## src/sv/svc_ram.sv

```systemverilog
// Generic single-write, single-read RAM with registered read data.
// Standalone; sized by its WIDTH and DEPTH parameters.
`timescale 1ns / 1ps

module svc_ram #(
	parameter int WIDTH = 32,
	parameter int DEPTH = 64,
	localparam int AW = (DEPTH > 1) ? $clog2(DEPTH) : 1
) (
	input  logic             clk,
	input  logic             we,
	input  logic [AW-1:0]    waddr,
	input  logic [WIDTH-1:0] wdata,
	input  logic [AW-1:0]    raddr,
	output logic [WIDTH-1:0] rdata
);

	logic [WIDTH-1:0] mem_q [DEPTH];

	// Write port
	always_ff @(posedge clk) begin
		if (we) begin
			mem_q[waddr] <= wdata;
		end
	end

	// Registered read port
	always_ff @(posedge clk) begin
		rdata <= mem_q[raddr];
	end

endmodule

```

## config.mk

```make
export PLATFORM = sky130hd
export DESIGN_NAME = svc_ram
export DESIGN_NICKNAME = d
export VERILOG_FILES = /design/src/sv/svc_ram.sv
export SDC_FILE = /design/constraint.sdc
export NUM_CORES = 2
export LEC_CHECK = 0
export BUFFER_PORTS_ARGS = -buffer_cell sky130_fd_sc_hd__buf_2
export CORE_UTILIZATION = 60
export CTS_BUF_LIST = sky130_fd_sc_hd__clkbuf_4 sky130_fd_sc_hd__clkbuf_8
export DETAILED_ROUTE_END_ITERATION = 8
export PLACE_DENSITY = 0.78
export SYNTH_ARGS = -nofsm -noshare
export SYNTH_HDL_FRONTEND = slang
export SYNTH_SLANG_ARGS = --single-unit
```

## constraint.sdc

```tcl
create_clock -name clk -period 11 [get_ports clk]
set_input_delay 2.2 -clock clk [delete_from_list [all_inputs] [get_ports clk]]
set_output_delay 2.2 -clock clk [all_outputs]
set_load 0.02 [all_outputs]
```

==> summary.md <==
| Metric | Value |
|---|---|
| Count of buffers inserted at the top-level ports | `77` |
| Max Fclk | `~200 MHz` |
| DRC violations left | `0` |
| Warnings, synthesis | `0` |
| Unrepaired setup endpoints after global routing | `false` |
| Total power per unit cell area | `about 180 nW/um2` |
| Synth area leader | `edfxtp_1` |
| Outcome | `complete, no violations` |
| Placeable Area | `between 100,000 and 150,000 um2` |
| # resized after CTS | `0` |
| Nature of the critical path startpoint | `input port` |
| Total vias in the final route | `around 38k` |
| Worst Path Arrival | `around 6 ns` |
| Hold Vio Cnt, Final | `0` |
| Pleak | `27.51 nW` |
| Area added between synthesis and finish | `11.71%` |
| Iteration count of the initial detailed-routing pass | `5` |
| Share of post-route cells with drive strength above 1 | `about 33%` |
| Max Cap Violations | `0` |
| Worst setup path class | `in -> reg` |
| Number of rows created at floorplan | `roughly 130` |
| Post-Synthesis Net Count | `3,370` |
| Final Instance Count excl. Fillers | `between 5k and 6k` |
| Slew headroom | `between 10% and 20%` |
| Clk sinks | `between 2k and 2.5k` |
| Half-perimeter wire length after placement | `slightly below 100 mm` |
| Prevailing post-synth register cell | `edfxtp_1` |
| Via density | `roughly 6.8` |
| Total Routed Length | `around 190 mm` |
| Number of H-tree levels | `5` |
| Worst-case vdd ir drop | `between 0.15 and 0.2 mV` |
| Hold Buf Count CTS | `0` |
| Clock buffers created by TritonCTS | `around 330` |
| Grt ovf | `0` |
| Fillcell total | `approximately 7.5k` |
| Detailed router's first-iteration violation count | `~6.4k` |
| Die Y-Extent | `about 360 um` |
| Routed length per placed instance | `between 30 and 40 um` |
| Async set-reset flop share out of synthesis | `0%` |
| Total routing usage reported by global routing | `between 20% and 30%` |
| Proportion of synthesized chip area in sequential cells | `approximately 79%` |
| Endpoint kind of the worst setup timing path | `register` |
| Dominant cell type by count on the critical path | `buf_4` |
| Data required time of the critical path | `roughly 12 ns` |
| Sum of negative setup slack | `0 ns` |
| Total die area | `132,300 um2` |
| Setup Viol. Count Final | `0` |
| Number of flops mapped to enable cells by yosys | `2,048` |
| Boundary Pins | `slightly below 80` |
| Antenna violations before repair | `14` |
| Fraction of synthesized cell area taken by the top area cell type | `roughly 80%` |
| CTS Root Cell | `clkbuf_8` |
| Longest Clk Path Bufs | `4` |
| Largest net degree at the start of global routing | `about 110` |
| Worst skew pair latency | `just under 1 ns` |
| Peak per-stage delay on the critical path | `approximately 0.87 ns` |
| Number of buffers inserted by post-CTS setup repair | `0` |
| Crit path buf inv count | `2` |
| Cell count after synthesis | `3,324` |
| Hold Path Class | `reg -> reg` |
| Slew Limit Fails | `0` |
| Slew of the pin with the lowest slew margin | `approximately 1.3 ns` |
| Clk pin slew, worst setup/hold paths | `0.06 ns` |
| Yosys cell types | `34` |
| Period utilization | `45.71%` |
| Cell Count Post-Placement | `between 5k and 6k` |
| Largest delay share family, worst path | `compound AO/OA/AOI/OAI gates` |
| Clock period minus worst slack | `5.028 ns` |
| Final weighted congestion in routability-driven placement | `roughly 0.79` |
| Post-synthesis area per instance | `around 24 um2` |
| Initial core utilization | `between 60% and 70%` |
| First-pass GRT wire length | `271.7 mm` |
| Top cells by area in the synthesized netlist | `edfxtp_1 78%, mux4_2 16%, mux2i_1 1.2%` |
| Summed instance area of the synthesized netlist | `78,520 um2` |
| Cell type of the slowest stage on the worst timing path | `nand2b_1` |
| Die width | `about 360 um` |
| Clock tree from TritonCTS | `yes` |
| Nets | `3,689` |
| Number of nets still failing antenna checks after routing | `0` |
| Via count of the first global-routing pass | `between 30k and 40k` |
| Top fanout value on the critical path | `35` |
| Setup clock skew after layout | `0.04242 ns` |
| CP cell instances | `buf_4 -> buf_4 -> nand2b_1 -> o22ai_1 -> nor3_1 -> a31oi_1 -> nor2_1` |
| FF+latch count, synth | `~2.1k` |
logic make-up (layout without fill, tap and decap cells):
group                  Yosys count  count (layout)  share of synthesized area (%)
and+or+nand+nor                223             223                          1.265
other                            0               7                              0
muxes                          637             637                          16.79
AOI/OAI and AO/OA              202             202                          1.673
DFF                           2080            2080                          79.14
buffers and inverters          182             730                          1.128
worst register-to-register path, stage by stage, from the launching register on:
cell and delay [ns]:
edfxtp_1 0.38, mux4_2 0.49, mux4_2 0.48, o22ai_1 0.55
nor2_1 0.27
worst paths after layout:
path	startpoint	endpoint	slack (ns)	cells after the start
max	raddr[3]	rdata[18]	5.97	7
min	mem_q[29][20]	rdata[20]	0.74	4
max reg2reg	mem_q[50][28]	rdata[28]	8.65	4
min reg2reg	mem_q[29][20]	rdata[20]	0.74	4
sequential cells by signal, indices dropped and copies added (netlist names):
name	flops
mem_q	2048
rdata	32
metrics by stage:
step / hold slack (ns) / setup slack, ns / total power, W / utilization (%) / cell area, um2
global placement: 0.7106 / 5.128 / 0.009723 / 62.86 / 81500
global route: 0.7898 / 5.950 / 0.01622 / 67.64 / 87700
finish: 0.7432 / 5.972 / 0.01580 / 67.65 / 87710
detailed placement: 0.7284 / 5.046 / 0.009744 / 62.86 / 81500
floorplan: 0.6632 / 5.640 / 0.009405 / - / 78520
CTS: 0.7440 / 6.110 / 0.01586 / 67.64 / 87690
power by group:
part | switching, W | internal, W | total (W) | leakage [nW]
clock | 0.00282 | 0.00340 | 0.00622 | 3.30
sequential | 0.0000396 | 0.00878 | 0.00882 | 18.7
combinational | 0.000480 | 0.000280 | 0.000760 | 5.52
total | 0.00334 | 0.0125 | 0.0158 | 27.5
cells in the final DEF, fill, tap and decap left out, types with 17 or more instances in the layout:
cell type / count
mux2i_1: 93
clkinv_2: 17
nand2_1: 26
clkinv_1: 60
dfxtp_1: 32
nor2_4: 62
edfxtp_1: 2048
clkbuf_4: 118
mux4_2: 544
o22ai_1: 84
o221ai_1: 27
a21oi_1: 62
buf_4: 91
nor2_1: 75
clkbuf_8: 356
buf_2: 73
area by class of cell:
cell class	count	area, um2	area share [%]
Clock inverter	83	401.6	0.4579
Tap cell	1742	2180	2.485
Multi-Input combinational cell	1062	15970	18.21
Antenna cell	7	17.52	0.01997
Timing Repair Buffer	173	1214	1.384
Sequential cell	2080	62140	70.85
Clock buffer	474	5786	6.596
layer usage:
| layer | vias up | part of all wire (%) | track usage (%) |
|---|---|---|---|
| met5 | - | 0.033 | 0 |
| met2 | 2941 | 47 | 44.91 |
| met3 | 463 | 13 | 6.045 |
| met1 | 20010 | 35 | 42.08 |
| li1 | 14920 | - | - |
| met4 | 10 | 4.1 | 12.76 |
cells in the mapped netlist (2+ instances only):
library cell  number
nand3_1            5
a311oi_1           8
nand4_1            2
and3_1             4
mux2i_1           93
buf_6              5
a21oi_1           62
and2_1             2
nand3b_1           5
buf_4             25
or3_1              3
a41o_1             4
nor3_1             7
a22oi_1           12
or3b_1             2
nor2b_1           15
buf_2             57
or3b_2             3
o22ai_1           84
nor2_1           137
o221ai_1          27
edfxtp_1        2048
clkbuf_1          74
o32ai_1            4
dfxtp_1           32
mux4_2           544
buf_1             21
nand2_1           26
nand2b_1           8
Power figures use the tool's default switching activity.
