--- src/sv/svc_pkg.sv ---
// Shared sizes, types and codes for the score voting classifier.
// No dependencies; the files that use it refer to it by scoped names.
`timescale 1ns / 1ps

package svc_pkg;

	localparam int NUM_SOURCES = 4;
	localparam int QUEUE_DEPTH = 16;

	localparam int SCORE_W = 32;
	localparam int TIME_W  = 48;
	localparam int LABEL_W = 32;
	localparam int SIDX_W  = 2;
	localparam int REPS_W  = 5;

	localparam int CFG_IDX_W  = 3;
	localparam int CFG_DATA_W = 32;

	localparam int SRC_W   = (NUM_SOURCES > 1) ? $clog2(NUM_SOURCES) : 1;
	// wide enough for the source index and for the source count itself
	localparam int CNT_W   = $clog2(NUM_SOURCES + 1);
	localparam int SEL_W   = (CNT_W > SIDX_W) ? CNT_W : SIDX_W;
	localparam int QPTR_W  = (QUEUE_DEPTH > 1) ? $clog2(QUEUE_DEPTH) : 1;
	localparam int FILL_W  = $clog2(QUEUE_DEPTH + 1);
	localparam int ENTRIES = NUM_SOURCES * QUEUE_DEPTH;
	localparam int ADDR_W  = $clog2(ENTRIES);
	localparam int ACC_W   = SCORE_W + QPTR_W;

	localparam logic [SCORE_W-1:0] ONE_Q16 = SCORE_W'(32'h0001_0000);

	// Configuration register indexes
	typedef enum logic [CFG_IDX_W-1:0] {
		CFG_REPETITIONS   = 3'd0,
		CFG_TARGET        = 3'd1,
		CFG_NONTARGET     = 3'd2,
		CFG_REJECT        = 3'd3,
		CFG_LABEL_BASE    = 3'd4,
		CFG_CHOOSE_FIRST  = 3'd5,
		CFG_VALUE_MODE    = 3'd6
	} cfg_reg_t;

	// Sequencer states
	typedef enum logic [4:0] {
		ST_IDLE  = 5'b00001,
		ST_CHECK = 5'b00010,
		ST_SUM   = 5'b00100,
		ST_DRAIN = 5'b01000,
		ST_EMIT  = 5'b10000
	} state_t;

	// Control from the sequencer to the accumulator
	typedef struct packed {
		logic             clr;
		logic             vld;
		logic             last;
		logic [SRC_W-1:0] src;
	} vote_ctl_t;

endpackage

--- src/sv/svc_score.sv ---
// Score former: turns one input beat into a Q16.16 score and a push flag.
// Uses svc_pkg for field widths and the one-point constant.
`timescale 1ns / 1ps

module svc_score (
	input  logic                               value_mode,
	input  logic        [svc_pkg::LABEL_W-1:0] target_label,
	input  logic        [svc_pkg::LABEL_W-1:0] nontarget_label,
	input  logic        [svc_pkg::LABEL_W-1:0] reject_label,
	input  logic signed [svc_pkg::SCORE_W-1:0] value_first,
	input  logic signed [svc_pkg::SCORE_W-1:0] value_second,
	input  logic                               pair_valued,
	input  logic        [svc_pkg::LABEL_W-1:0] label_code,
	output logic                               have,
	output logic signed [svc_pkg::SCORE_W-1:0] score
);

	localparam int W = svc_pkg::SCORE_W;

	logic signed [W:0]   a_ext;
	logic signed [W:0]   b_ext;
	logic signed [W:0]   diff;
	logic signed [W-1:0] sat;
	logic                is_target;
	logic                is_known;

	// Form negated value or first minus second, one bit wider
	always_comb begin
		a_ext = $signed({value_first[W-1], value_first});
		b_ext = $signed({value_second[W-1], value_second});
		if (pair_valued) begin
			diff = a_ext - b_ext;
		end else begin
			diff = -a_ext;
		end
	end

	// Clamp to the signed score range
	always_comb begin
		if (diff[W] != diff[W-1]) begin
			sat = diff[W] ? $signed({1'b1, {(W-1){1'b0}}}) : $signed({1'b0, {(W-1){1'b1}}});
		end else begin
			sat = diff[W-1:0];
		end
	end

	// Label mode: target votes one point, the other known codes vote zero
	assign is_target = (label_code == target_label);
	assign is_known  = is_target || (label_code == nontarget_label)
		|| (label_code == reject_label);

	always_comb begin
		if (value_mode) begin
			have  = 1'b1;
			score = sat;
		end else begin
			have  = is_known;
			score = is_target ? $signed(svc_pkg::ONE_Q16) : '0;
		end
	end

endmodule

--- config.mk ---
export PLATFORM = sky130hd
export DESIGN_NAME = svc_score
export DESIGN_NICKNAME = d
export VERILOG_FILES = /design/src/sv/svc_pkg.sv /design/src/sv/svc_score.sv
export SDC_FILE = /design/constraint.sdc
export NUM_CORES = 1
export LEC_CHECK = 0
export ABC_AREA = 1
export BUFFER_PORTS_ARGS = -buffer_cell sky130_fd_sc_hd__buf_2
export CAP_MARGIN = 20
export CORE_ASPECT_RATIO = 0.6
export CORE_MARGIN = 2
export CORE_UTILIZATION = 55
export DETAILED_ROUTE_END_ITERATION = 8
export GPL_TIMING_DRIVEN = 0
export PLACE_DENSITY = 0.95
export SYNTH_ARGS = -nofsm -noshare
export SYNTH_HDL_FRONTEND = slang
export SYNTH_SLANG_ARGS = --single-unit
export TNS_END_PERCENT = 20
--- constraint.sdc ---
create_clock -name vclk -period 9.86
set_input_delay 1.972 -clock vclk [all_inputs]
set_output_delay 1.972 -clock vclk [all_outputs]
set_load 0.05 [all_outputs]
==> run metrics, run 1 <==
Post-DP HPWL=around 18,000 um; DR iter-0 viols=roughly 710; Seq/Total Area, Yosys=0; switching power total=283 uW; postcts setup bufs=0; initial antenna violation count=0; Worst path slowest cell=ha_1; total power=425 uW; fillcell total=slightly below 900; grt ovf=0; routed vias/inst=5.42; post-synth top area cell=nand2_1; largest net degree at the start of global routing=11; Mapped Area=5090 um^2; CP dominant cell by count=nand2_1; DIE AREA=10,100 um^2; first-pass GRT wire length=31,200 um; Worst Max-Slew Pin Slew=600 ps; Sw Ratio=0.666; fin worst setup slack=3200 ps; DRC=0; Peak VDD IR=0.000111 V; RSZ-0062 raised after global routing=no; Hold Crit Class=in2out; top cell type's share of synthesized area=0.209; Comb power frac=1.000; area growth from synthesis to layout=25.1%; Avg Inst Size Synth=approximately 5.2 um^2; startpoint types=primary input; Slew HR=0.596; router iterations before antenna repair=8; FMAX=0.150 GHz; hold_buf cts=0; Hold Fails Final Rpt=0; clock buffer count=0; Final #Nets=1,427; min cycle time layout=~6700 ps; Syn Inst Count=971; Synth cell types=between 40 and 50; worst path arrival time=4690 ps; crit-path cells=buf_2, ha_1, a21oi_2, nand2_1, nand2_1, nand2_1, nand2_1, nand2_1, nand2_1, nand3_1, nand3_1, nand2_2, a21oi_4, buf_6, nand2_1, inv_1, buf_2; Slew Limit Fails=0; CP Class=in2out; Pleak=0.00380 uW; crit end category=output pin; Max stage delay on crit path=380 ps; Max-Cap Viols=0; vias=7,113; critical-path maximum fanout=10; I/O pin count=227; final setup TNS=0 ps; status=complete, no violations; cts repair resizes=0; Die X=128 um; crit share post-route=0.676; # setup viols final=0; power share of the clock group=0; WL final=20,700 um; top post-synthesis cells by area=nand2_1, inv_1, xor2_1; row count=27; routed len/inst=~16 um; final antenna-violating net count=0; I/O Buffers=226; synth warn=0; pre-CTS setup slack=3270 ps; initial core utilization=0.560; Syn Nets=roughly 1,200; Pwr per Cell Area=66.9 nW/um^2; share of layout cells above drive strength 1=0.221; Die Ht=78.5 um; Seq Cell Count=0; core box area=about 9100 um^2; Pint=142 uW; Final Wtd Congestion=1.10; Required @ worst endpoint=7890 ps; Min-Delay Path Depth=4; GR Util All Layers=0.395; Flop pwr share=0; via count of the first global-routing pass=6,263; n_diodes=0; Reg area=0 um^2
-- cell type report --
type               count  area (um^2)  share of cell area
multi-input cells    781         4330               0.680
repair buffers       226         1130               0.178
inverters            174          653               0.103
well taps            116          145              0.0228
plain buffers         16          105              0.0165
-- synthesized netlist by cell type (15+ instances only) --
cell type,number
inv_1,168
nor4_1,15
nand4_1,24
nand2_1,284
a21oi_1,41
ha_1,33
xnor2_1,52
o21ai_0,25
xor2_1,65
nor2_1,87
nor3_1,18
nand3_1,84
-- power groups by stage --
stage / Clock [uW] / Sequential [uW] / Combinational, uW
6_report: 0 / 0 / 425
5_1_grt: 0 / 0 / 460
4_1_cts: 0 / 0 / 412
3_5_place_dp: 0 / 0 / 410
3_3_place_gp: 0 / 0 / 404
2_1_floorplan: 0 / 0 / 275
-- through the flow --
step                       util  hold slack (ps)  cells  area, um^2
final                     0.700             4410   1313        6360
after detailed placement  0.700             4410   1313        6360
after CTS                 0.700             4410   1313        6360
after global routing      0.700             4440   1313        6360
after floorplan               -             4260    971        5090
after global placement    0.700             4410   1313        6360
-- kinds of logic (layout without fill, tap and decap cells) --
family,after synthesis,in the layout,synth area share
buf+inv,190,416,0.149
fa+ha+maj,34,34,0.0851
mux,1,1,0.00197
compound gates,85,85,0.0942
simple gates,544,544,0.468
xor+xnor,117,117,0.201
-- critical path: cells and delay by family --
| family | cells | cell delay [ps] |
|---|---|---|
| buffers and inverters | 4 | 580 |
| and+or+nand+nor | 10 | 1260 |
| adders and majority gates | 1 | 380 |
| AOI/OAI and AO/OA | 2 | 490 |
-- per-layer routing --
metal  wire [um]  up-vias  global-route usage
li1            -     3514                   -
met1        9030     3135               0.561
met2        7940      424               0.552
met3        3320       38               0.170
met4         314        2              0.0538
met5          62        -              0.0535
-- path summary, 6_finish.rpt --
kind / from / endpoint / slack [ps]
min: value_mode / have / 4410
max: value_first[2] / score[14] / 3200
-- layout by cell type (no fill, tap or decap), types with 2 or more instances in the layout --
cell / n
a21o_1: 2
nor4_1: 15
buf_6: 3
nand3_1: 84
nor3_1: 18
nor2_1: 87
and3_1: 2
nand3b_1: 3
nand2_2: 8
nand4_1: 24
a21oi_1: 41
inv_2: 5
clkbuf_1: 5
a31oi_1: 3
buf_2: 226
ha_1: 33
o21bai_1: 8
buf_4: 6
nand2_1: 284
inv_1: 168
o21ai_0: 25
or2_2: 6
buf_1: 2
xor2_1: 65
xnor2_1: 52
nor2_4: 3
nor2_2: 3
and2_1: 2
No activity file was read; power rests on OpenSTA's default activity.
==> inputs of run 2 (changes only) <==
--- a/config.mk
+++ b/config.mk
@@ -10,10 +10,10 @@
 export CAP_MARGIN = 20
 export CORE_ASPECT_RATIO = 0.6
 export CORE_MARGIN = 2
-export CORE_UTILIZATION = 55
+export CORE_UTILIZATION = 51
 export DETAILED_ROUTE_END_ITERATION = 8
 export GPL_TIMING_DRIVEN = 0
-export PLACE_DENSITY = 0.95
+export PLACE_DENSITY = 0.94
 export SYNTH_ARGS = -nofsm -noshare
 export SYNTH_HDL_FRONTEND = slang
 export SYNTH_SLANG_ARGS = --single-unit
==> constraint.sdc (replaced) <==
create_clock -name vclk -period 6.4
set_input_delay 1.28 -clock vclk [all_inputs]
set_output_delay 1.28 -clock vclk [all_outputs]
set_load 0.05 [all_outputs]
==> run metrics, run 2 (synthesis gave the netlist of run 1 again) <==
area growth from synthesis to layout=25.5% (was 25.1%); fillcell total=952 (was 881); Peak VDD IR=0.0000714 V (was 0.000111 V); Non-Filler Instances=1,332 (was 1,313); total power=648 uW (was 425 uW); Final Wtd Congestion=1.05 (was 1.10); final setup TNS=0 ps (unchanged); DR iter-0 viols=669 (was 713); # setup viols final=0 (unchanged); core box area=9770 um^2 (was 9090 um^2); Worst path slowest cell=fa_1 (was ha_1); Required @ worst endpoint=5120 ps (was 7890 ps); Reg area=0 um^2 (unchanged); CP Class=in2out (unchanged); router iterations before antenna repair=5 (was 8); Final #Nets=1,427 (unchanged); via count of the first global-routing pass=6,017 (was 6,263); n_diodes=0 (unchanged); critical-path maximum fanout=10 (unchanged); postcts setup bufs=0 (unchanged); Max stage delay on crit path=420 ps (was 380 ps); Seq Cell Count=0 (unchanged); Worst Max-Slew Pin Slew=615 ps (was 600 ps); Slew Limit Fails=0 (unchanged); vias=7,132 (was 7,113); Die Ht=81.4 um (was 78.5 um); DIE AREA=10,800 um^2 (was 10,100 um^2); routed vias/inst=5.35 (was 5.42); CP dominant cell by count=nand2_1 (unchanged); Post-DP HPWL=17,600 um (was 18,400 um); min cycle time layout=about 5200 ps; crit-path cells=buf_2, inv_1, ha_1, inv_1, fa_1, nand2_1, nand2_1, nand3_1, nand2_2, nand2_1, nand2_2, nand2_1, nand3_1, nand3_1, nand2_2, a21oi_4, buf_6, nand2_1, inv_1, buf_2 (was buf_2, ha_1, a21oi_2, nand2_1, nand2_1, nand2_1, nand2_1, nand2_1, nand2_1, nand3_1, nand3_1, nand2_2, a21oi_4, buf_6, nand2_1, inv_1, buf_2); status=complete, no violations (unchanged); grt ovf=0 (unchanged); dpl cells=1,332 (was 1,313); startpoint types=primary input (unchanged); I/O pin count=227 (unchanged); GR Util All Layers=0.348 (was 0.395); RSZ-0062 raised after global routing=no (unchanged); largest net degree at the start of global routing=11 (unchanged); Slew HR=0.590 (was 0.596); Max-Cap Viols=0 (unchanged); row count=28 (was 27); crit share post-route=0.820; initial core utilization=0.521 (was 0.560); first-pass GRT wire length=29,700 um (was 31,200 um); routed len/inst=14.8 um (was 15.7 um); share of layout cells above drive strength 1=0.221 (unchanged); Hold Crit Class=in2out (unchanged); cts repair resizes=0 (unchanged); hold_buf cts=0 (unchanged); Hold Fails Final Rpt=0 (unchanged); Die X=133 um (was 128 um); initial antenna violation count=0 (unchanged); commonest non-fill, non-tap cell in the layout=nand2_1 (unchanged); DRC=0 (unchanged); clock buffer count=0 (unchanged); WL final=19,800 um (was 20,700 um); crit end category=output pin (unchanged); final antenna-violating net count=0 (unchanged); I/O Buffers=226 (unchanged); FMAX=0.191 GHz; worst path arrival time=3970 ps (was 4690 ps); most frequent cells in the layout=nand2_1, buf_2, inv_1, nor2_1, nand3_1 (unchanged); Pwr per Cell Area=101 nW/um^2 (was 66.9 nW/um^2); Pleak=0.00380 uW (unchanged)
[run 2: layout make-up]
class	count	area, um^2	share of cell area
repair buffers	226	1130	0.177
plain buffers	16	105	0.0165
inverters	174	653	0.102
multi-input cells	781	4330	0.678
well taps	135	169	0.0264
[run 2: metrics by stage]
step / worst slack (ps) / cell area [um^2] / hold WS [ps] / util
2_1_floorplan: 1700 / 5090 / 2880 / -
3_3_place_gp: 1230 / 6390 / 2990 / 0.654
3_5_place_dp: 1190 / 6390 / 3000 / 0.654
4_1_cts: 1190 / 6390 / 3000 / 0.654
5_1_grt: 906 / 6390 / 3040 / 0.654
6_report: 1150 / 6390 / 3010 / 0.654
[run 2: worst paths after layout]
check                 slack, ps        end  depth (start not counted)            from
worst min-delay path       3010       have                          4      value_mode
worst max-delay path       1150  score[24]                         20  value_first[0]
[run 2: report_power, final]
group          total, uW  leakage (uW)  internal [uW]  switching (uW)
combinational        648       0.00380            219             429
sequential             0             0              0               0
clock                  0             0              0               0
[run 2: worst max-delay path, delay by kind of cell]
kind,cells,cell delay [ps]
buffers and inverters,6,790
AOI/OAI and AO/OA,1,250
adders and majority gates,2,570
and+or+nand+nor,11,1060
[run 2: routing by layer]
metal	wire, um	GRT usage	up-vias	share of wire
li1	-	-	3528	-
met1	8610	0.504	3163	0.44
met2	8080	0.540	423	0.41
met3	2860	0.0868	18	0.14
met4	212	0.0194	0	0.011
met5	0	0	-	0
==> inputs of run 3 (changes only) <==
--- a/config.mk
+++ b/config.mk
@@ -10,10 +10,10 @@
 export CAP_MARGIN = 20
 export CORE_ASPECT_RATIO = 0.6
 export CORE_MARGIN = 2
-export CORE_UTILIZATION = 51
+export CORE_UTILIZATION = 46
 export DETAILED_ROUTE_END_ITERATION = 8
 export GPL_TIMING_DRIVEN = 0
-export PLACE_DENSITY = 0.94
+export PLACE_DENSITY = 0.89
 export SYNTH_ARGS = -nofsm -noshare
 export SYNTH_HDL_FRONTEND = slang
 export SYNTH_SLANG_ARGS = --single-unit
==> constraint.sdc (replaced) <==
create_clock -name vclk -period 4.46
set_input_delay 0.892 -clock vclk [all_inputs]
set_output_delay 0.892 -clock vclk [all_outputs]
set_load 0.05 [all_outputs]
==> run metrics, run 3 (synthesis gave the netlist of run 1 again) <==
status=complete, no violations (unchanged); Final Wtd Congestion=1.07 (was 1.05); # setup viols final=0 (unchanged); core box area=10,700 um^2 (was 9770 um^2); Required @ worst endpoint=3570 ps (was 5120 ps); Peak VDD IR=0.0000995 V (was 0.0000714 V); initial core utilization=0.477 (was 0.521); commonest non-fill, non-tap cell in the layout=nand2_1 (unchanged); share of layout cells above drive strength 1=0.231 (was 0.221); crit path from=value_first[0] (unchanged); I/O pin count=227 (unchanged); Post-DP HPWL=17,900 um (was 17,600 um); Hold Crit Class=in2out (unchanged); fillcell total=1,098 (was 952); Slew HR=0.579 (was 0.590); Seq Cell Count=0 (unchanged); FMAX=0.225 GHz; row count=29 (was 28); source of the worst hold timing path=value_mode (unchanged); Final #Nets=1,431 (was 1,427); DRC=0 (unchanged); critical-path maximum fanout=6 (was 10); grt ovf=0 (unchanged); GR Util All Layers=0.320 (was 0.348); Die X=140 um (was 133 um); largest net degree at the start of global routing=11 (unchanged); startpoint types=primary input (unchanged); most frequent cells in the layout=nand2_1, buf_2, inv_1, nor2_1, nand3_1 (unchanged); I/O Buffers=226 (unchanged); Pwr per Cell Area=149 nW/um^2 (was 101 nW/um^2); DR iter-0 viols=801 (was 669); crit share post-route=0.996; worst path arrival time=3550 ps (was 3970 ps); DIE AREA=11,900 um^2 (was 10,800 um^2); area growth from synthesis to layout=28.8% (was 25.5%); Util after Layout=0.614 (was 0.654); hold_buf cts=0 (unchanged); n_diodes=0 (unchanged); crit end category=output pin (unchanged); clock buffer count=0 (unchanged); Reg area=0 um^2 (unchanged); Min-Delay Path Depth=5 (was 4); via count of the first global-routing pass=6,485 (was 6,017); Hold Fails Final Rpt=0 (unchanged); area of the multi-input gates=4360 um^2 (was 4330 um^2); Max-Cap Viols=0 (unchanged); Die Ht=85.5 um (was 81.4 um); router iterations before antenna repair=6 (was 5); initial antenna violation count=0 (unchanged); final antenna-violating net count=0 (unchanged); total power=979 uW (was 648 uW); min cycle time layout=between 4000 and 5000 ps; vias=7,158 (was 7,132); Slew Limit Fails=0 (unchanged); CP Class=in2out (unchanged); Pleak=0.00384 uW (was 0.00380 uW); first-pass GRT wire length=31,000 um (was 29,700 um); routed vias/inst=5.34 (was 5.35); routed len/inst=15.4 um (was 14.8 um); Worst Max-Slew Pin Slew=631 ps (was 615 ps); WL final=20,700 um (was 19,800 um)
-- run 3: changes by cell type in the layout (fill, tap and decap cells not counted), sizes merged --
cell	before	now
clkbuf	5	18
buf	237	228
-- run 3: worst max-delay path, stage by stage --
cell      delay, ps
buf_2           110
inv_2            60
ha_1            170
inv_2            80
fa_2            420
nand2_2         110
nand2_2          90
nand3_1         110
nand2_2          80
nand2_1          80
nand2_2         100
nand2_1         100
nand3_1         120
nand3_2         120
nand2_2         100
a21oi_4         180
buf_12          140
buf_4           130
nand2_1          60
inv_1            60
clkbuf_4        220
-- run 3: final timing paths --
path,to
setup / recovery,score[0]
hold / removal,score[16]
-- run 3: layer usage --
metal,vias to the layer above,routed length (um),GRT usage
li1,3528,-,-
met1,3134,8410,0.446
met2,462,8670,0.502
met3,34,3340,0.102
met4,0,240,0.0327
met5,-,0,0
-- run 3: what timing repair did --
| item | in CTS | in global routing |
|---|---|---|
| pin swaps | 1 | 4 |
| gates cloned | 0 | 2 |
| endpoints found under the setup margin | 18 | 31 |
| setup buffers | 0 | 2 |
| resized for setup | 4 | 53 |
-- run 3: power by group --
| group | total, uW | internal [uW] | leakage (uW) | switching (uW) |
|---|---|---|---|---|
| sequential | 0 | 0 | 0 | 0 |
| combinational | 979 | 345 | 0.00384 | 633 |
| clock | 0 | 0 | 0 | 0 |
| total | 979 | 345 | 0.00384 | 633 |
-- run 3: layout make-up --
type | instances | area share
buffer | 16 | 0.0172
timing repair buffer | 230 | 0.192
multi-input combinational | 781 | 0.665
inverter | 174 | 0.0997
tap | 139 | 0.0265
-- run 3: per-stage QoR --
| step | setup slack (ps) | hold WS, ps | cell area, um^2 | TNS, ps | instances |
|---|---|---|---|---|---|
| final | 18.5 | 2270 | 6550 | 0 | 1340 |
| after global placement | 19.6 | 2270 | 6390 | 0 | 1336 |
| after global routing | -57.9 | 2310 | 6550 | -436 | 1340 |
| after detailed placement | -67.5 | 2270 | 6390 | -129 | 1336 |
| after CTS | 57.4 | 2280 | 6400 | 0 | 1336 |
| after floorplan | 534 | 2100 | 5090 | 0 | 971 |
