--- src/sv/svc_pkg.sv ---
// Shared sizes, types and codes for the score voting classifier.
// No dependencies; the files that use it refer to it by scoped names.
`timescale 1ns / 1ps

package svc_pkg;

	localparam int NUM_SOURCES = 4;
	localparam int QUEUE_DEPTH = 16;

	localparam int SCORE_W = 32;
	localparam int TIME_W  = 48;
	localparam int LABEL_W = 32;
	localparam int SIDX_W  = 2;
	localparam int REPS_W  = 5;

	localparam int CFG_IDX_W  = 3;
	localparam int CFG_DATA_W = 32;

	localparam int SRC_W   = (NUM_SOURCES > 1) ? $clog2(NUM_SOURCES) : 1;
	// wide enough for the source index and for the source count itself
	localparam int CNT_W   = $clog2(NUM_SOURCES + 1);
	localparam int SEL_W   = (CNT_W > SIDX_W) ? CNT_W : SIDX_W;
	localparam int QPTR_W  = (QUEUE_DEPTH > 1) ? $clog2(QUEUE_DEPTH) : 1;
	localparam int FILL_W  = $clog2(QUEUE_DEPTH + 1);
	localparam int ENTRIES = NUM_SOURCES * QUEUE_DEPTH;
	localparam int ADDR_W  = $clog2(ENTRIES);
	localparam int ACC_W   = SCORE_W + QPTR_W;

	localparam logic [SCORE_W-1:0] ONE_Q16 = SCORE_W'(32'h0001_0000);

	// Configuration register indexes
	typedef enum logic [CFG_IDX_W-1:0] {
		CFG_REPETITIONS   = 3'd0,
		CFG_TARGET        = 3'd1,
		CFG_NONTARGET     = 3'd2,
		CFG_REJECT        = 3'd3,
		CFG_LABEL_BASE    = 3'd4,
		CFG_CHOOSE_FIRST  = 3'd5,
		CFG_VALUE_MODE    = 3'd6
	} cfg_reg_t;

	// Sequencer states
	typedef enum logic [4:0] {
		ST_IDLE  = 5'b00001,
		ST_CHECK = 5'b00010,
		ST_SUM   = 5'b00100,
		ST_DRAIN = 5'b01000,
		ST_EMIT  = 5'b10000
	} state_t;

	// Control from the sequencer to the accumulator
	typedef struct packed {
		logic             clr;
		logic             vld;
		logic             last;
		logic [SRC_W-1:0] src;
	} vote_ctl_t;

endpackage

--- src/sv/svc_vote.sv ---
// Shared accumulator and running argmax over the stored scores.
// Uses svc_pkg for widths and the vote_ctl_t control struct.
`timescale 1ns / 1ps

module svc_vote (
	input  logic                               clk,
	input  logic                               arst_n,
	input  svc_pkg::vote_ctl_t                 ctl,
	input  logic signed [svc_pkg::SCORE_W-1:0] rd_score,
	input  logic        [svc_pkg::TIME_W-1:0]  rd_time,
	input  logic        [svc_pkg::LABEL_W-1:0] label_base,
	input  logic        [svc_pkg::LABEL_W-1:0] reject_label,
	input  logic                               choose_first,
	output logic        [svc_pkg::LABEL_W-1:0] win_label,
	output logic        [svc_pkg::TIME_W-1:0]  win_time
);

	localparam int AW = svc_pkg::ACC_W;

	svc_pkg::vote_ctl_t     ctl_s1;
	logic signed [AW-1:0]   acc_q;
	logic signed [AW-1:0]   best_q;
	logic                   any_q;
	logic [svc_pkg::LABEL_W-1:0] label_q;
	logic [svc_pkg::TIME_W-1:0]  time_q;
	logic signed [AW-1:0]   sum_now;
	logic                   take_lead;
	logic                   take_tie;

	// Align control with the registered RAM read
	always_ff @(posedge clk or negedge arst_n) begin
		if (!arst_n) begin
			ctl_s1 <= '0;
		end else begin
			ctl_s1 <= ctl;
		end
	end

	assign sum_now   = acc_q + AW'(rd_score);
	assign take_lead = !any_q || (sum_now > best_q);
	assign take_tie  = (sum_now == best_q) && !choose_first;

	// Accumulate one entry a cycle; compare at each source's last entry
	always_ff @(posedge clk or negedge arst_n) begin
		if (!arst_n) begin
			acc_q  <= '0;
			any_q  <= 1'b0;
		end else if (ctl.clr) begin
			acc_q  <= '0;
			any_q  <= 1'b0;
		end else if (ctl_s1.vld) begin
			if (ctl_s1.last) begin
				acc_q <= '0;
				if (take_lead) begin
					any_q <= 1'b1;
				end
			end else begin
				acc_q <= sum_now;
			end
		end
	end

	// Hold best sum, winning label and its time
	always_ff @(posedge clk) begin
		if (ctl_s1.vld && ctl_s1.last) begin
			if (take_lead) begin
				best_q  <= sum_now;
				label_q <= svc_pkg::LABEL_W'(label_base
					+ svc_pkg::LABEL_W'(ctl_s1.src));
				time_q  <= rd_time;
			end else if (take_tie) begin
				label_q <= reject_label;
				time_q  <= rd_time;
			end
		end
	end

	assign win_label = label_q;
	assign win_time  = time_q;

endmodule

--- config.mk ---
export PLATFORM = sky130hd
export DESIGN_NAME = svc_vote
export DESIGN_NICKNAME = d
export VERILOG_FILES = /design/src/sv/svc_pkg.sv /design/src/sv/svc_vote.sv
export SDC_FILE = /design/constraint.sdc
export NUM_CORES = 1
export LEC_CHECK = 0
export BUFFER_PORTS_ARGS = -buffer_cell sky130_fd_sc_hd__buf_4
export CAP_MARGIN = 0
export CORE_MARGIN = 4
export CORE_UTILIZATION = 54
export DETAILED_ROUTE_END_ITERATION = 8
export PLACE_DENSITY = 0.82
export SLEW_MARGIN = 0
export SYNTH_ARGS = -nofsm -noshare
export SYNTH_HDL_FRONTEND = slang
export SYNTH_SLANG_ARGS = --single-unit
--- constraint.sdc ---
create_clock -name clk -period 11 [get_ports clk]
set_clock_uncertainty 0.1 [all_clocks]
set_input_delay 1.1 -clock clk [delete_from_list [all_inputs] [get_ports clk]]
set_output_delay 1.1 -clock clk [all_outputs]
set_load 0.005 [all_outputs]
==> parameters.txt, run 1 <==
Parameter                              Value

Status
  Run status ... completed

GRT
  Wire length of the first global-routing pass ... 35500 um
  Combined global-route utilization of all metal layers ... 25.2%
  Via count of the first global-routing pass ... 6546
  Total global routing overflow ... 0
  Number of antenna violations at the first check in global routing ... 0
  Pin count of the biggest net entering global routing ... 81

Yosys
  Fraction of the yosys area taken by sequential cells ... 50.9%
  Synthesized-area fraction occupied by adder cells ... 10.8%
  Synth warnings ... 0
  Netlist Area Pre-Place ... 8860 sq um
  Syn_nets ... 948
  Most common flop cell mapped by yosys ... sky130_fd_sc_hd__edfxtp_1
  Combinational family with the most area after synthesis ... compound AO/OA/AOI/OAI gates
  Synthesis-stage register bit count ... 157
  Post-synthesis share of cell area spent on and, or, nand and nor gates ... 7.64%
  Number of distinct library cells after synthesis ... 63
  Area fraction in compound gates after synthesis ... 15.6%
  XOR/XNOR Fraction of Synth Area ... 6.32%
  Proportion of synthesized area in mux cells ... 4.91%
  Proportion of synthesized flip-flops having asynchronous set or reset ... 26.1%
  Syn Inst Count ... 721
  Post-synthesis area per instance ... 12.3 sq um
  Number of synthesized flops with an enable pin ... 116

Clock network
  Maximum number of buffers from clock root to sink ... 2
  Depth of the CTS H-tree ... 4
  Root Driver ... sky130_fd_sc_hd__clkbuf_16
  Number of hold buffers added after CTS ... 0
  Number of buffers inserted by post-CTS setup repair ... 0
  # clock sinks ... 157
  Worst skew pair latency ... 0.43 ns
  TritonCTS clock tree ... yes
  Clock transition at the registers of the reported paths ... 0.07 ns
  Total clock buffers created by CTS ... 17
  Resized cells post-CTS ... 0

Min path
  Hold/Removal Path Class ... flop to flop
  Number of cells on the worst hold path ... 1

Floorplanning
  I/O Pins ... 232
  Die Wd ... 136 um
  Std-Cell Rows ... 46
  Area of the die ... 18500 sq um
  Chip Height ... 136 um
  Core Region ... 16000 sq um
  Starting density of the core ... 55.4%

STA
  Final setup viols ... 0
  Max transition margin ... 24.3%
  Sum of negative setup slack ... 0 ns
  Tmin final ... 6.82 ns
  Achievable frequency ... 147 MHz
  Tightest Pin Transition ... 1.13 ns
  Share of the cycle needed by the critical path after routing ... 62.0%
  Max Transition Viols Final ... 0
  Setup repair after global routing missed its margin ... no
  Number of failing hold endpoints at the final stage ... 0
  Final Worst Setup Slack ... 4.18 ns

Placed design
  Number of buffers added on ports ... 231
  Gpl congestion ... 0.875
  Post-DP HPWL ... 17700 um
  Worst Setup Slack post-DPL ... 3.78 ns

Setup path
  Class of the most critical setup path ... input pin to flop
  Arrival @ worst endpoint ... 6.77 ns
  Crit. End Element ... flop
  Crit path max fanout ... 80
  Depth of the most critical reg-to-reg path ... 20
  Setup crit start kind ... input pin
  Data required time of the worst path ... 10.95 ns

Power and ir drop
  Worst IR drop on VDD ... 0.114 mV
  Leakage dissipation ... 5.22 nW
  Pwr Density ... 144 nW/um^2
  PnR Total Power ... 1.63 mW

Detailed routing
  Total number of vias ... 6666
  Number of iterations in the first detailed-routing pass ... 5
  Post-DRT Antenna Nets ... 0
  Met1 Wirelength ... 9050 um
  Routed wire length ... 23300 um
  Sum of met2 wire segment lengths after detailed routing ... 11900 um
  Detail-routed net length per standard cell ... 19.6 um
  Number of vias per cell after detailed routing ... 5.61
  Met3 Routed Length ... 1950 um
  Uppermost metal layer occupied by signal nets ... met4
  First DRT Iteration DRCs ... 401
  DRC Markers ... 0

Job
  Maximum capacitance violations ... 0

Finish
  Sequential cell area ... 4510 sq um
  Multi-input logic area ... 4040 sq um
  Area added between synthesis and finish ... 28.1%
  Antenna Cells ... 0
  Filler instances ... 1157
  Final core utilization ... 71.0%
  Share of cells above drive strength 1 ... 32.9%
  Number of nets in the final layout ... 1186
## synth_stat cells, drive strengths merged (7+ instances only)
cell type	number	share of area, %
edfxtp	116	39
and3	7	0.49
xnor2	40	4.0
clkbuf	9	0.85
nand3	16	0.90
a21oi	54	3.1
o21bai	7	0.59
a21o	35	3.0
a22o	35	3.5
nand2	40	1.7
nor2	32	1.4
inv	48	2.0
a211oi	7	0.71
o21ai	24	1.5
xor2	24	2.4
ha	73	10
mux2	30	4.9
dfrtp	41	12
nand4	16	1.1
## final timing paths
check | from | end | slack, ns
min in group asynchronous | arst_n | acc_q[31]$_DFFE_PN0P_ | 0.57
setup reg to reg | acc_q[14]$_DFFE_PN0P_ | win_label[21]$_DFFE_PP_ | 4.57
hold / removal | acc_q[4]$_DFFE_PN0P_ | acc_q[4]$_DFFE_PN0P_ | 0.41
hold reg to reg | acc_q[4]$_DFFE_PN0P_ | acc_q[4]$_DFFE_PN0P_ | 0.41
setup / recovery | rd_score[14] | win_label[21]$_DFFE_PP_ | 4.18
max in group asynchronous | arst_n | acc_q[1]$_DFFE_PN0P_ | 9.82
## cells by family (layout without fill, tap and decap cells)
logic type | Yosys count | count (layout)
adder cells (fa/ha/maj) | 75 | 75
buffers and inverters | 64 | 315
flip-flops | 157 | 157
multiplexers | 30 | 30
AND/OR/NAND/NOR | 138 | 138
AO/OA/AOI/OAI | 193 | 193
XOR/XNOR | 64 | 64
## placed cells by master (no fill, tap or decap), types with 4 or more instances in the layout
cell	instances
sky130_fd_sc_hd__inv_8	4
sky130_fd_sc_hd__nand2b_1	4
sky130_fd_sc_hd__ha_1	73
sky130_fd_sc_hd__dfrtp_1	41
sky130_fd_sc_hd__buf_4	235
sky130_fd_sc_hd__xnor2_1	40
sky130_fd_sc_hd__o21bai_1	7
sky130_fd_sc_hd__clkinv_8	4
sky130_fd_sc_hd__clkbuf_16	17
sky130_fd_sc_hd__a31oi_1	4
sky130_fd_sc_hd__o21a_1	5
sky130_fd_sc_hd__o21ai_0	20
sky130_fd_sc_hd__edfxtp_1	116
sky130_fd_sc_hd__mux2_4	26
sky130_fd_sc_hd__a211oi_1	5
sky130_fd_sc_hd__a21oi_1	51
sky130_fd_sc_hd__o22ai_1	4
sky130_fd_sc_hd__nand3_1	16
sky130_fd_sc_hd__nor2_1	30
sky130_fd_sc_hd__a21o_1	32
sky130_fd_sc_hd__and3_1	7
sky130_fd_sc_hd__nor3_1	6
sky130_fd_sc_hd__inv_1	48
sky130_fd_sc_hd__a22o_1	35
sky130_fd_sc_hd__mux2_2	4
sky130_fd_sc_hd__nand2_1	39
sky130_fd_sc_hd__nand4_1	16
sky130_fd_sc_hd__inv_6	4
sky130_fd_sc_hd__nor2b_1	4
sky130_fd_sc_hd__xor2_1	24
## cell type report
type	instances	area share (%)
clock buffers	17	3.75
clock inverters	15	1.49
inverters	48	1.59
multi-input cells	500	35.6
flip-flops and latches	157	39.7
well taps	216	2.38
repair buffers	235	15.5
## where the power goes
part           switching [mW]  total (mW)  internal [mW]
clock network           0.276       0.581          0.305
logic                   0.180       0.345          0.165
registers              0.0136       0.703          0.690
total                   0.469        1.63           1.16
## through the flow
| step | std cells | instance area, sq um | hold WS, ns |
|---|---|---|---|
| final | 1188 | 11400 | 0.411 |
| after global routing | 1188 | 11400 | 0.425 |
| after CTS | 1188 | 11400 | 0.416 |
| after detailed placement | 1156 | 10800 | 0.398 |
| after global placement | 1156 | 10800 | 0.392 |
| after floorplan | 721 | 8860 | 0.377 |
## worst max-delay path: stages
cell,delay [ns]
sky130_fd_sc_hd__buf_4,0.11
sky130_fd_sc_hd__ha_1,0.38
sky130_fd_sc_hd__a21oi_1,0.32
sky130_fd_sc_hd__o21ai_0,0.19
sky130_fd_sc_hd__or3_1,0.39
sky130_fd_sc_hd__o22ai_2,0.25
sky130_fd_sc_hd__o21ai_0,0.26
sky130_fd_sc_hd__a21oi_1,0.21
sky130_fd_sc_hd__xor2_1,0.26
sky130_fd_sc_hd__xnor2_1,0.14
sky130_fd_sc_hd__ha_1,0.35
sky130_fd_sc_hd__nand4_1,0.11
sky130_fd_sc_hd__nor2_1,0.29
sky130_fd_sc_hd__nand4_1,0.21
sky130_fd_sc_hd__a21oi_1,0.26
sky130_fd_sc_hd__a2111oi_4,0.09
sky130_fd_sc_hd__a31oi_1,0.45
sky130_fd_sc_hd__nor2b_4,0.09
sky130_fd_sc_hd__buf_4,0.33
sky130_fd_sc_hd__a21oi_4,0.17
sky130_fd_sc_hd__buf_4,0.77
## routing by layer
metal | up-vias | GRT usage [%]
met4 | 0 | 8.06
li1 | 3168 | -
met2 | 235 | 45.0
met3 | 33 | 5.85
met1 | 3230 | 30.1
met5 | - | 0
## sequential cells by signal, summed over array words and instances, names as in the netlist
signal and flops:
ctl_s1 4, win_label 32, win_time 48, acc_q 36
best_q 36, any_q 1
No activity file was read; power rests on OpenSTA's default activity.
==> run 2, diff against run 1 <==
--- a/config.mk
+++ b/config.mk
@@ -5,12 +5,13 @@
 export SDC_FILE = /design/constraint.sdc
 export NUM_CORES = 1
 export LEC_CHECK = 0
+export ABC_AREA = 1
 export BUFFER_PORTS_ARGS = -buffer_cell sky130_fd_sc_hd__buf_4
 export CAP_MARGIN = 0
 export CORE_MARGIN = 4
-export CORE_UTILIZATION = 54
+export CORE_UTILIZATION = 50
 export DETAILED_ROUTE_END_ITERATION = 8
-export PLACE_DENSITY = 0.82
+export PLACE_DENSITY = 0.79
 export SLEW_MARGIN = 0
 export SYNTH_ARGS = -nofsm -noshare
 export SYNTH_HDL_FRONTEND = slang
==> constraint.sdc (replaced) <==
create_clock -name clk -period 5.84 [get_ports clk]
set_clock_uncertainty 0.1 [all_clocks]
set_input_delay 0.584 -clock clk [delete_from_list [all_inputs] [get_ports clk]]
set_output_delay 0.584 -clock clk [all_outputs]
set_load 0.005 [all_outputs]
==> parameters.txt, run 2 <==
Parameter                              Value

Clock network
  Number of hold buffers added after CTS ... 0
  Depth of the CTS H-tree ... 4
  Resized cells post-CTS ... 0
  Number of buffers inserted by post-CTS setup repair ... 0
  Maximum number of buffers from clock root to sink ... 2
  Worst skew pair latency ... 0.44 ns
  TritonCTS clock tree ... yes
  # clock sinks ... 157
  Total clock buffers created by CTS ... 17
  Root Driver ... sky130_fd_sc_hd__clkbuf_16
  Clock transition at the registers of the reported paths ... 0.08 ns

Setup path
  Launching point of the worst reg2reg path ... acc_q[0]$_DFFE_PN0P_
  Maximum cell stage delay along the critical path ... 0.48 ns
  Reg-to-reg slack, setup ... 1.23 ns
  CP Buf/Inv Count ... 1
  Setup crit start kind ... flop
  CP dominant cell by count ... sky130_fd_sc_hd__nand2_1
  Class of the most critical setup path ... flop to flop
  Crit path max fanout ... 17
  Endpoint of the worst register-to-register path ... win_label[31]$_DFFE_PP_
  CP Cell Sequence ... ha_1, fa_1, nand3_1, and2_4, o21ai_1, nand2_1, nand2_1, a21oi_1, nand2_1, and2_1, ha_1, nand2_1, nor2_1, nand2_2, nor2_4, nand3_2, nand2_1, nor2_1, nand3_2, nand3_4, nand2_8, nand2_1, nand2_4, buf_4
  Depth of the most critical reg-to-reg path ... 24
  Data required time of the worst path ... 5.86 ns
  Arrival @ worst endpoint ... 4.63 ns
  Crit. End Element ... flop
  Crit path max-delay cell type ... sky130_fd_sc_hd__fa_1
  Top cell family by delay on the critical path ... simple AND/OR/NAND/NOR gates

Placed design
  Post-DP HPWL ... 23400 um
  Worst Setup Slack post-DPL ... 0.945 ns
  Gpl congestion ... 0.957
  Cell area reported after detailed placement ... 11900 sq um
  Number of buffers added on ports ... 231

Yosys
  Fraction of the yosys area taken by sequential cells ... 45.9%
  Post-synthesis area per instance ... 8.87 sq um
  Syn_nets ... 1336
  Share of the synthesized area in the top cell type ... 35.4%
  Number of synthesized flops with an enable pin ... 116
  Top cells by count, synth ... 257 x sky130_fd_sc_hd__nand2_1, 121 x sky130_fd_sc_hd__inv_1, 116 x sky130_fd_sc_hd__edfxtp_1, 84 x sky130_fd_sc_hd__nor2_1, 76 x sky130_fd_sc_hd__nand3_1
  Synthesis-stage register bit count ... 157
  Netlist Area Pre-Place ... 9830 sq um
  Most common flop cell mapped by yosys ... sky130_fd_sc_hd__edfxtp_1
  Biggest area contributors in the synthesized netlist ... sky130_fd_sc_hd__edfxtp_1 35%, sky130_fd_sc_hd__dfrtp_1 10%, sky130_fd_sc_hd__nand2_1 9.8%, sky130_fd_sc_hd__ha_1 9.3%, sky130_fd_sc_hd__inv_1 4.6%
  Synth warnings ... 0
  Most area-hungry cell type in the Yosys netlist ... sky130_fd_sc_hd__edfxtp_1
  Syn Inst Count ... 1109
  Proportion of synthesized flip-flops having asynchronous set or reset ... 26.1%
  Leading cell type by number of instances after synthesis ... sky130_fd_sc_hd__nand2_1
  Number of distinct library cells after synthesis ... 44

Finish
  Area added between synthesis and finish ... 27.5%
  Number of nets in the final layout ... 1582
  Antenna Cells ... 0
  Final std cell area, no fill ... 12500 sq um
  Top library cells by usage in the layout, fill and taps aside ... 256 x sky130_fd_sc_hd__nand2_1, 240 x sky130_fd_sc_hd__buf_4, 121 x sky130_fd_sc_hd__inv_1, 116 x sky130_fd_sc_hd__edfxtp_1, 83 x sky130_fd_sc_hd__nor2_1
  Final core utilization ... 64.7%
  Number of flip-flops in the largest register ... 48
  Share of cells above drive strength 1 ... 26.5%
  Most frequent standard cell in the layout excluding fill and tap cells ... sky130_fd_sc_hd__nand2_1

Power and ir drop
  Worst IR drop on VDD ... 0.232 mV
  Leakage dissipation ... 6.04 nW
  PnR Total Power ... 3.25 mW
  Pwr Density ... 259 nW/um^2

Floorplanning
  Die Wd ... 148 um
  Area of the die ... 22000 sq um
  I/O Pins ... 232
  Std-Cell Rows ... 51
  Core Region ... 19400 sq um
  Chip Height ... 148 um
  Starting density of the core ... 50.7%

STA
  Sum of negative setup slack ... 0 ns
  Achievable frequency ... 217 MHz
  Tmin final ... 4.61 ns
  Final setup viols ... 0
  Tightest Pin Transition ... 0.925 ns
  Max Transition Viols Final ... 0
  Share of the cycle needed by the critical path after routing ... 78.9%
  Max transition margin ... 38.0%
  Final Worst Setup Slack ... 1.23 ns
  Setup repair after global routing missed its margin ... no
  Number of failing hold endpoints at the final stage ... 0

Detailed routing
  Detail-routed net length per standard cell ... 17.9 um
  Number of vias per cell after detailed routing ... 5.31
  Post-DRT Antenna Nets ... 0
  Total number of vias ... 8671
  DRC Markers ... 0
  Routed wire length ... 29200 um
  Number of iterations in the first detailed-routing pass ... 5
  First DRT Iteration DRCs ... 598

Min path
  Hold/Removal Path Class ... input pin to asynchronous set/reset pin

GRT
  Total global routing overflow ... 0
  Pin count of the biggest net entering global routing ... 42
  Via count of the first global-routing pass ... 8479
  Combined global-route utilization of all metal layers ... 26.3%
  Wire length of the first global-routing pass ... 45200 um
  Number of antenna violations at the first check in global routing ... 0

Status
  Run status ... completed

Job
  Maximum capacitance violations ... 0
## run 2: cell type report
type	instances	area, sq um
clock buffers	17	425
clock inverters	15	224
fillers	1620	6860
inverters	126	473
multi-input cells	811	4740
flip-flops and latches	157	4510
well taps	265	332
repair buffers	242	1840
## run 2: how the worst max path moves through the flow
stage	startpoint	end	slack, ns	cells after the start
2_1_floorplan	rd_score[0]	win_label[0]$_DFFE_PP_	0.34	23
3_3_place_gp	rd_score[0]	win_label[18]$_DFFE_PP_	1.0	25
3_5_place_dp	rd_score[0]	win_label[17]$_DFFE_PP_	0.94	25
4_1_cts	acc_q[0]$_DFFE_PN0P_	win_label[31]$_DFFE_PP_	1.24	24
5_1_grt	acc_q[0]$_DFFE_PN0P_	win_label[31]$_DFFE_PP_	0.92	25
6_report	acc_q[0]$_DFFE_PN0P_	win_label[31]$_DFFE_PP_	1.23	24
## run 2: through the flow
stage               hold WS (ns)  instances
floorplan                  0.188       1109
global route              0.0793       1633
finish                    0.0337       1633
global placement           0.373       1601
detailed placement         0.375       1601
CTS                       0.0582       1633
## run 2: cell families after synthesis
| family | synth area share (%) |
|---|---|
| AND/OR/NAND/NOR | 26.8 |
| XOR/XNOR | 4.54 |
| adder cells (fa/ha/maj) | 9.69 |
| AO/OA/AOI/OAI | 7.00 |
| flip-flops | 45.9 |
| buffers and inverters | 6.07 |
## run 2: power breakdown
group | internal (mW) | switching (mW)
clock | 0.598 | 0.580
sequential | 1.30 | 0.0244
combinational | 0.298 | 0.457
## run 2: routing by layer
| layer | global-route usage [%] | vias up | part of all wire [%] | routed length (um) |
|---|---|---|---|---|
| li1 | - | 4229 | - | - |
| met1 | 32.7 | 4082 | 40 | 11700 |
| met2 | 45.6 | 315 | 49 | 14300 |
| met3 | 6.19 | 45 | 8.5 | 2490 |
| met4 | 8.08 | 0 | 2.5 | 737 |
| met5 | 0 | - | 0 | 0 |
==> run 3, diff against run 2 <==
--- a/config.mk
+++ b/config.mk
@@ -9,9 +9,9 @@
 export BUFFER_PORTS_ARGS = -buffer_cell sky130_fd_sc_hd__buf_4
 export CAP_MARGIN = 0
 export CORE_MARGIN = 4
-export CORE_UTILIZATION = 50
+export CORE_UTILIZATION = 54
 export DETAILED_ROUTE_END_ITERATION = 8
-export PLACE_DENSITY = 0.79
+export PLACE_DENSITY = 0.81
 export SLEW_MARGIN = 0
 export SYNTH_ARGS = -nofsm -noshare
 export SYNTH_HDL_FRONTEND = slang
==> constraint.sdc (replaced) <==
create_clock -name clk -period 4.39 [get_ports clk]
set_clock_uncertainty 0.1 [all_clocks]
set_input_delay 0.439 -clock clk [delete_from_list [all_inputs] [get_ports clk]]
set_output_delay 0.439 -clock clk [all_outputs]
set_load 0.005 [all_outputs]
==> parameters.txt, run 3 (synthesis gave the netlist of run 2 again) <==
Parameter                              Value

Status
  Run status ... completed

Clock network
  # clock sinks ... 157
  Clock transition at the registers of the reported paths ... 0.07 ns
  Total clock buffers created by CTS ... 17
  TritonCTS clock tree ... yes
  Maximum number of buffers from clock root to sink ... 2
  Depth of the CTS H-tree ... 4
  Root Driver ... sky130_fd_sc_hd__clkbuf_16
  Worst skew pair latency ... 0.44 ns

Finish
  Share of cells above drive strength 1 ... 28.1%
  Top library cells by usage in the layout, fill and taps aside ... 254 x sky130_fd_sc_hd__nand2_1, 254 x sky130_fd_sc_hd__buf_4, 120 x sky130_fd_sc_hd__inv_1, 116 x sky130_fd_sc_hd__edfxtp_1, 82 x sky130_fd_sc_hd__nor2_1
  Antenna Cells ... 0
  Number of nets in the final layout ... 1603
  Number of flip-flops in the largest register ... 48
  Final core utilization ... 70.8%
  Area added between synthesis and finish ... 29.2%

Placed design
  Gpl congestion ... 0.937
  Number of buffers added on ports ... 231
  Post-DP HPWL ... 23700 um

Setup path
  Crit path max fanout ... 29
  Reg-to-reg slack, setup ... 0.23 ns
  Endpoint of the worst register-to-register path ... win_time[32]$_DFFE_PP_
  Class of the most critical setup path ... flop to flop
  Data required time of the worst path ... 4.43 ns
  Crit. End Element ... flop
  Launching point of the worst reg2reg path ... acc_q[28]$_DFFE_PN0P_
  Depth of the most critical reg-to-reg path ... 24
  Setup crit start kind ... flop
  Arrival @ worst endpoint ... 4.20 ns
  Worst setup path startpoint ... acc_q[28]$_DFFE_PN0P_
  Crit path to ... win_time[32]$_DFFE_PP_

GRT
  Number of antenna violations at the first check in global routing ... 0
  Wire length of the first global-routing pass ... 45900 um
  Pin count of the biggest net entering global routing ... 42
  Total global routing overflow ... 0
  Via count of the first global-routing pass ... 8841
  Combined global-route utilization of all metal layers ... 29.1%

STA
  Worst hold slack ... 0.0175 ns
  Final setup viols ... 0
  Sum of negative setup slack ... 0 ns
  Setup repair after global routing missed its margin ... no
  Tightest Pin Transition ... 0.982 ns
  Max Transition Viols Final ... 0
  Max transition margin ... 34.1%
  Achievable frequency ... 240 MHz
  Share of the cycle needed by the critical path after routing ... 94.8%
  Tmin final ... 4.16 ns
  Number of failing hold endpoints at the final stage ... 0

Power and ir drop
  Worst IR drop on VDD ... 0.272 mV
  Pwr Density ... 340 nW/um^2
  Leakage dissipation ... 6.15 nW
  PnR Total Power ... 4.32 mW

Floorplanning
  Chip Height ... 143 um
  I/O Pins ... 232
  Die Wd ... 143 um
  Starting density of the core ... 54.7%
  Std-Cell Rows ... 49
  Area of the die ... 20400 sq um
  Core Region ... 18000 sq um

Detailed routing
  Met3 Routed Length ... 2640 um
  Routed wire length ... 29800 um
  Met1 Wirelength ... 11600 um
  Post-DRT Antenna Nets ... 0
  Detail-routed net length per standard cell ... 18.4 um
  Sum of met2 wire segment lengths after detailed routing ... 14400 um
  Number of iterations in the first detailed-routing pass ... 5
  First DRT Iteration DRCs ... 642
  Uppermost metal layer occupied by signal nets ... met4
  DRC Markers ... 0
  Number of vias per cell after detailed routing ... 5.44
  Total number of vias ... 8795

Job
  Maximum capacitance violations ... 0

Min path
  Hold/Removal Path Class ... input pin to flop
[run 3: through the flow]
| stage | std cells | worst slack (ns) | area [sq um] |
|---|---|---|---|
| finish | 1618 | 0.227 | 12700 |
| global route | 1618 | 0.0117 | 12700 |
| CTS | 1617 | 0.129 | 12700 |
| detailed placement | 1582 | 0.00147 | 12000 |
| global placement | 1582 | 0.0525 | 12000 |
| floorplan | 1109 | 0.0472 | 9840 |
[run 3: timing repair]
| action | 4_1_cts | 5_1_grt |
|---|---|---|
| endpoints found under the setup margin | 0 | 148 |
| buffers inserted | 0 | 0 |
| hold endpoints to repair | 43 | 0 |
| gates resized for setup | 0 | 11 |
| hold buffers | 3 | 0 |
[run 3: power breakdown]
| part | total, mW | switching, mW | internal, mW | leakage (nW) |
|---|---|---|---|---|
| combinational | 1.05 | 0.624 | 0.431 | 4.22 |
| clock | 1.51 | 0.730 | 0.779 | 0.292 |
| sequential | 1.76 | 0.0330 | 1.72 | 1.63 |
[run 3: area by class of cell]
class | instances | area (sq um)
flip-flops and latches | 157 | 4510
inverters | 126 | 473
fillers | 1387 | 5250
multi-input cells | 811 | 4760
well taps | 229 | 287
repair buffers | 263 | 2060
clock inverters | 15 | 189
clock buffers | 17 | 425
[run 3: how the worst min path moves through the flow]
| stage | slack, ns | endpoint | cells after the start | start |
|---|---|---|---|---|
| 5_1_grt | 0.002 | ctl_s1[1]$_DFF_PN0_ | 1 | ctl[1] |
| 4_1_cts | 0.003 | ctl_s1[1]$_DFF_PN0_ | 1 | ctl[1] |
| 3_3_place_gp | 0.37 | acc_q[26]$_DFFE_PN0P_ | 1 | arst_n |
| 2_1_floorplan | 0.04 | acc_q[0]$_DFFE_PN0P_ | 0 | arst_n |
| 3_5_place_dp | 0.37 | acc_q[26]$_DFFE_PN0P_ | 1 | arst_n |
| 6_report | 0.02 | ctl_s1[1]$_DFF_PN0_ | 1 | ctl[1] |
[run 3: metal layers]
| layer | GRT usage (%) | vias up |
|---|---|---|
| met5 | 0 | - |
| li1 | - | 4261 |
| met4 | 12.4 | 0 |
| met3 | 7.03 | 79 |
| met2 | 49.8 | 385 |
| met1 | 35.3 | 4070 |
[run 3: worst max-delay path, stage by stage (launching register included)]
cell	delay (ns)
sky130_fd_sc_hd__dfrtp_1	0.38
sky130_fd_sc_hd__ha_1	0.40
sky130_fd_sc_hd__nand2_1	0.13
sky130_fd_sc_hd__nor2_1	0.19
sky130_fd_sc_hd__inv_1	0.08
sky130_fd_sc_hd__nor3_1	0.34
sky130_fd_sc_hd__nand3_1	0.22
sky130_fd_sc_hd__nand2_1	0.10
sky130_fd_sc_hd__nand2_1	0.06
sky130_fd_sc_hd__and2_1	0.19
sky130_fd_sc_hd__ha_1	0.29
sky130_fd_sc_hd__nand2_1	0.12
sky130_fd_sc_hd__inv_1	0.06
sky130_fd_sc_hd__nand2_1	0.07
sky130_fd_sc_hd__a21boi_1	0.06
sky130_fd_sc_hd__nor2_1	0.11
sky130_fd_sc_hd__nand2_1	0.08
sky130_fd_sc_hd__nor2_2	0.12
sky130_fd_sc_hd__nand2_2	0.06
sky130_fd_sc_hd__nand2_2	0.07
sky130_fd_sc_hd__nand3_4	0.09
sky130_fd_sc_hd__nand2_8	0.08
sky130_fd_sc_hd__nand2_1	0.10
sky130_fd_sc_hd__nand2_4	0.14
sky130_fd_sc_hd__buf_12	0.21
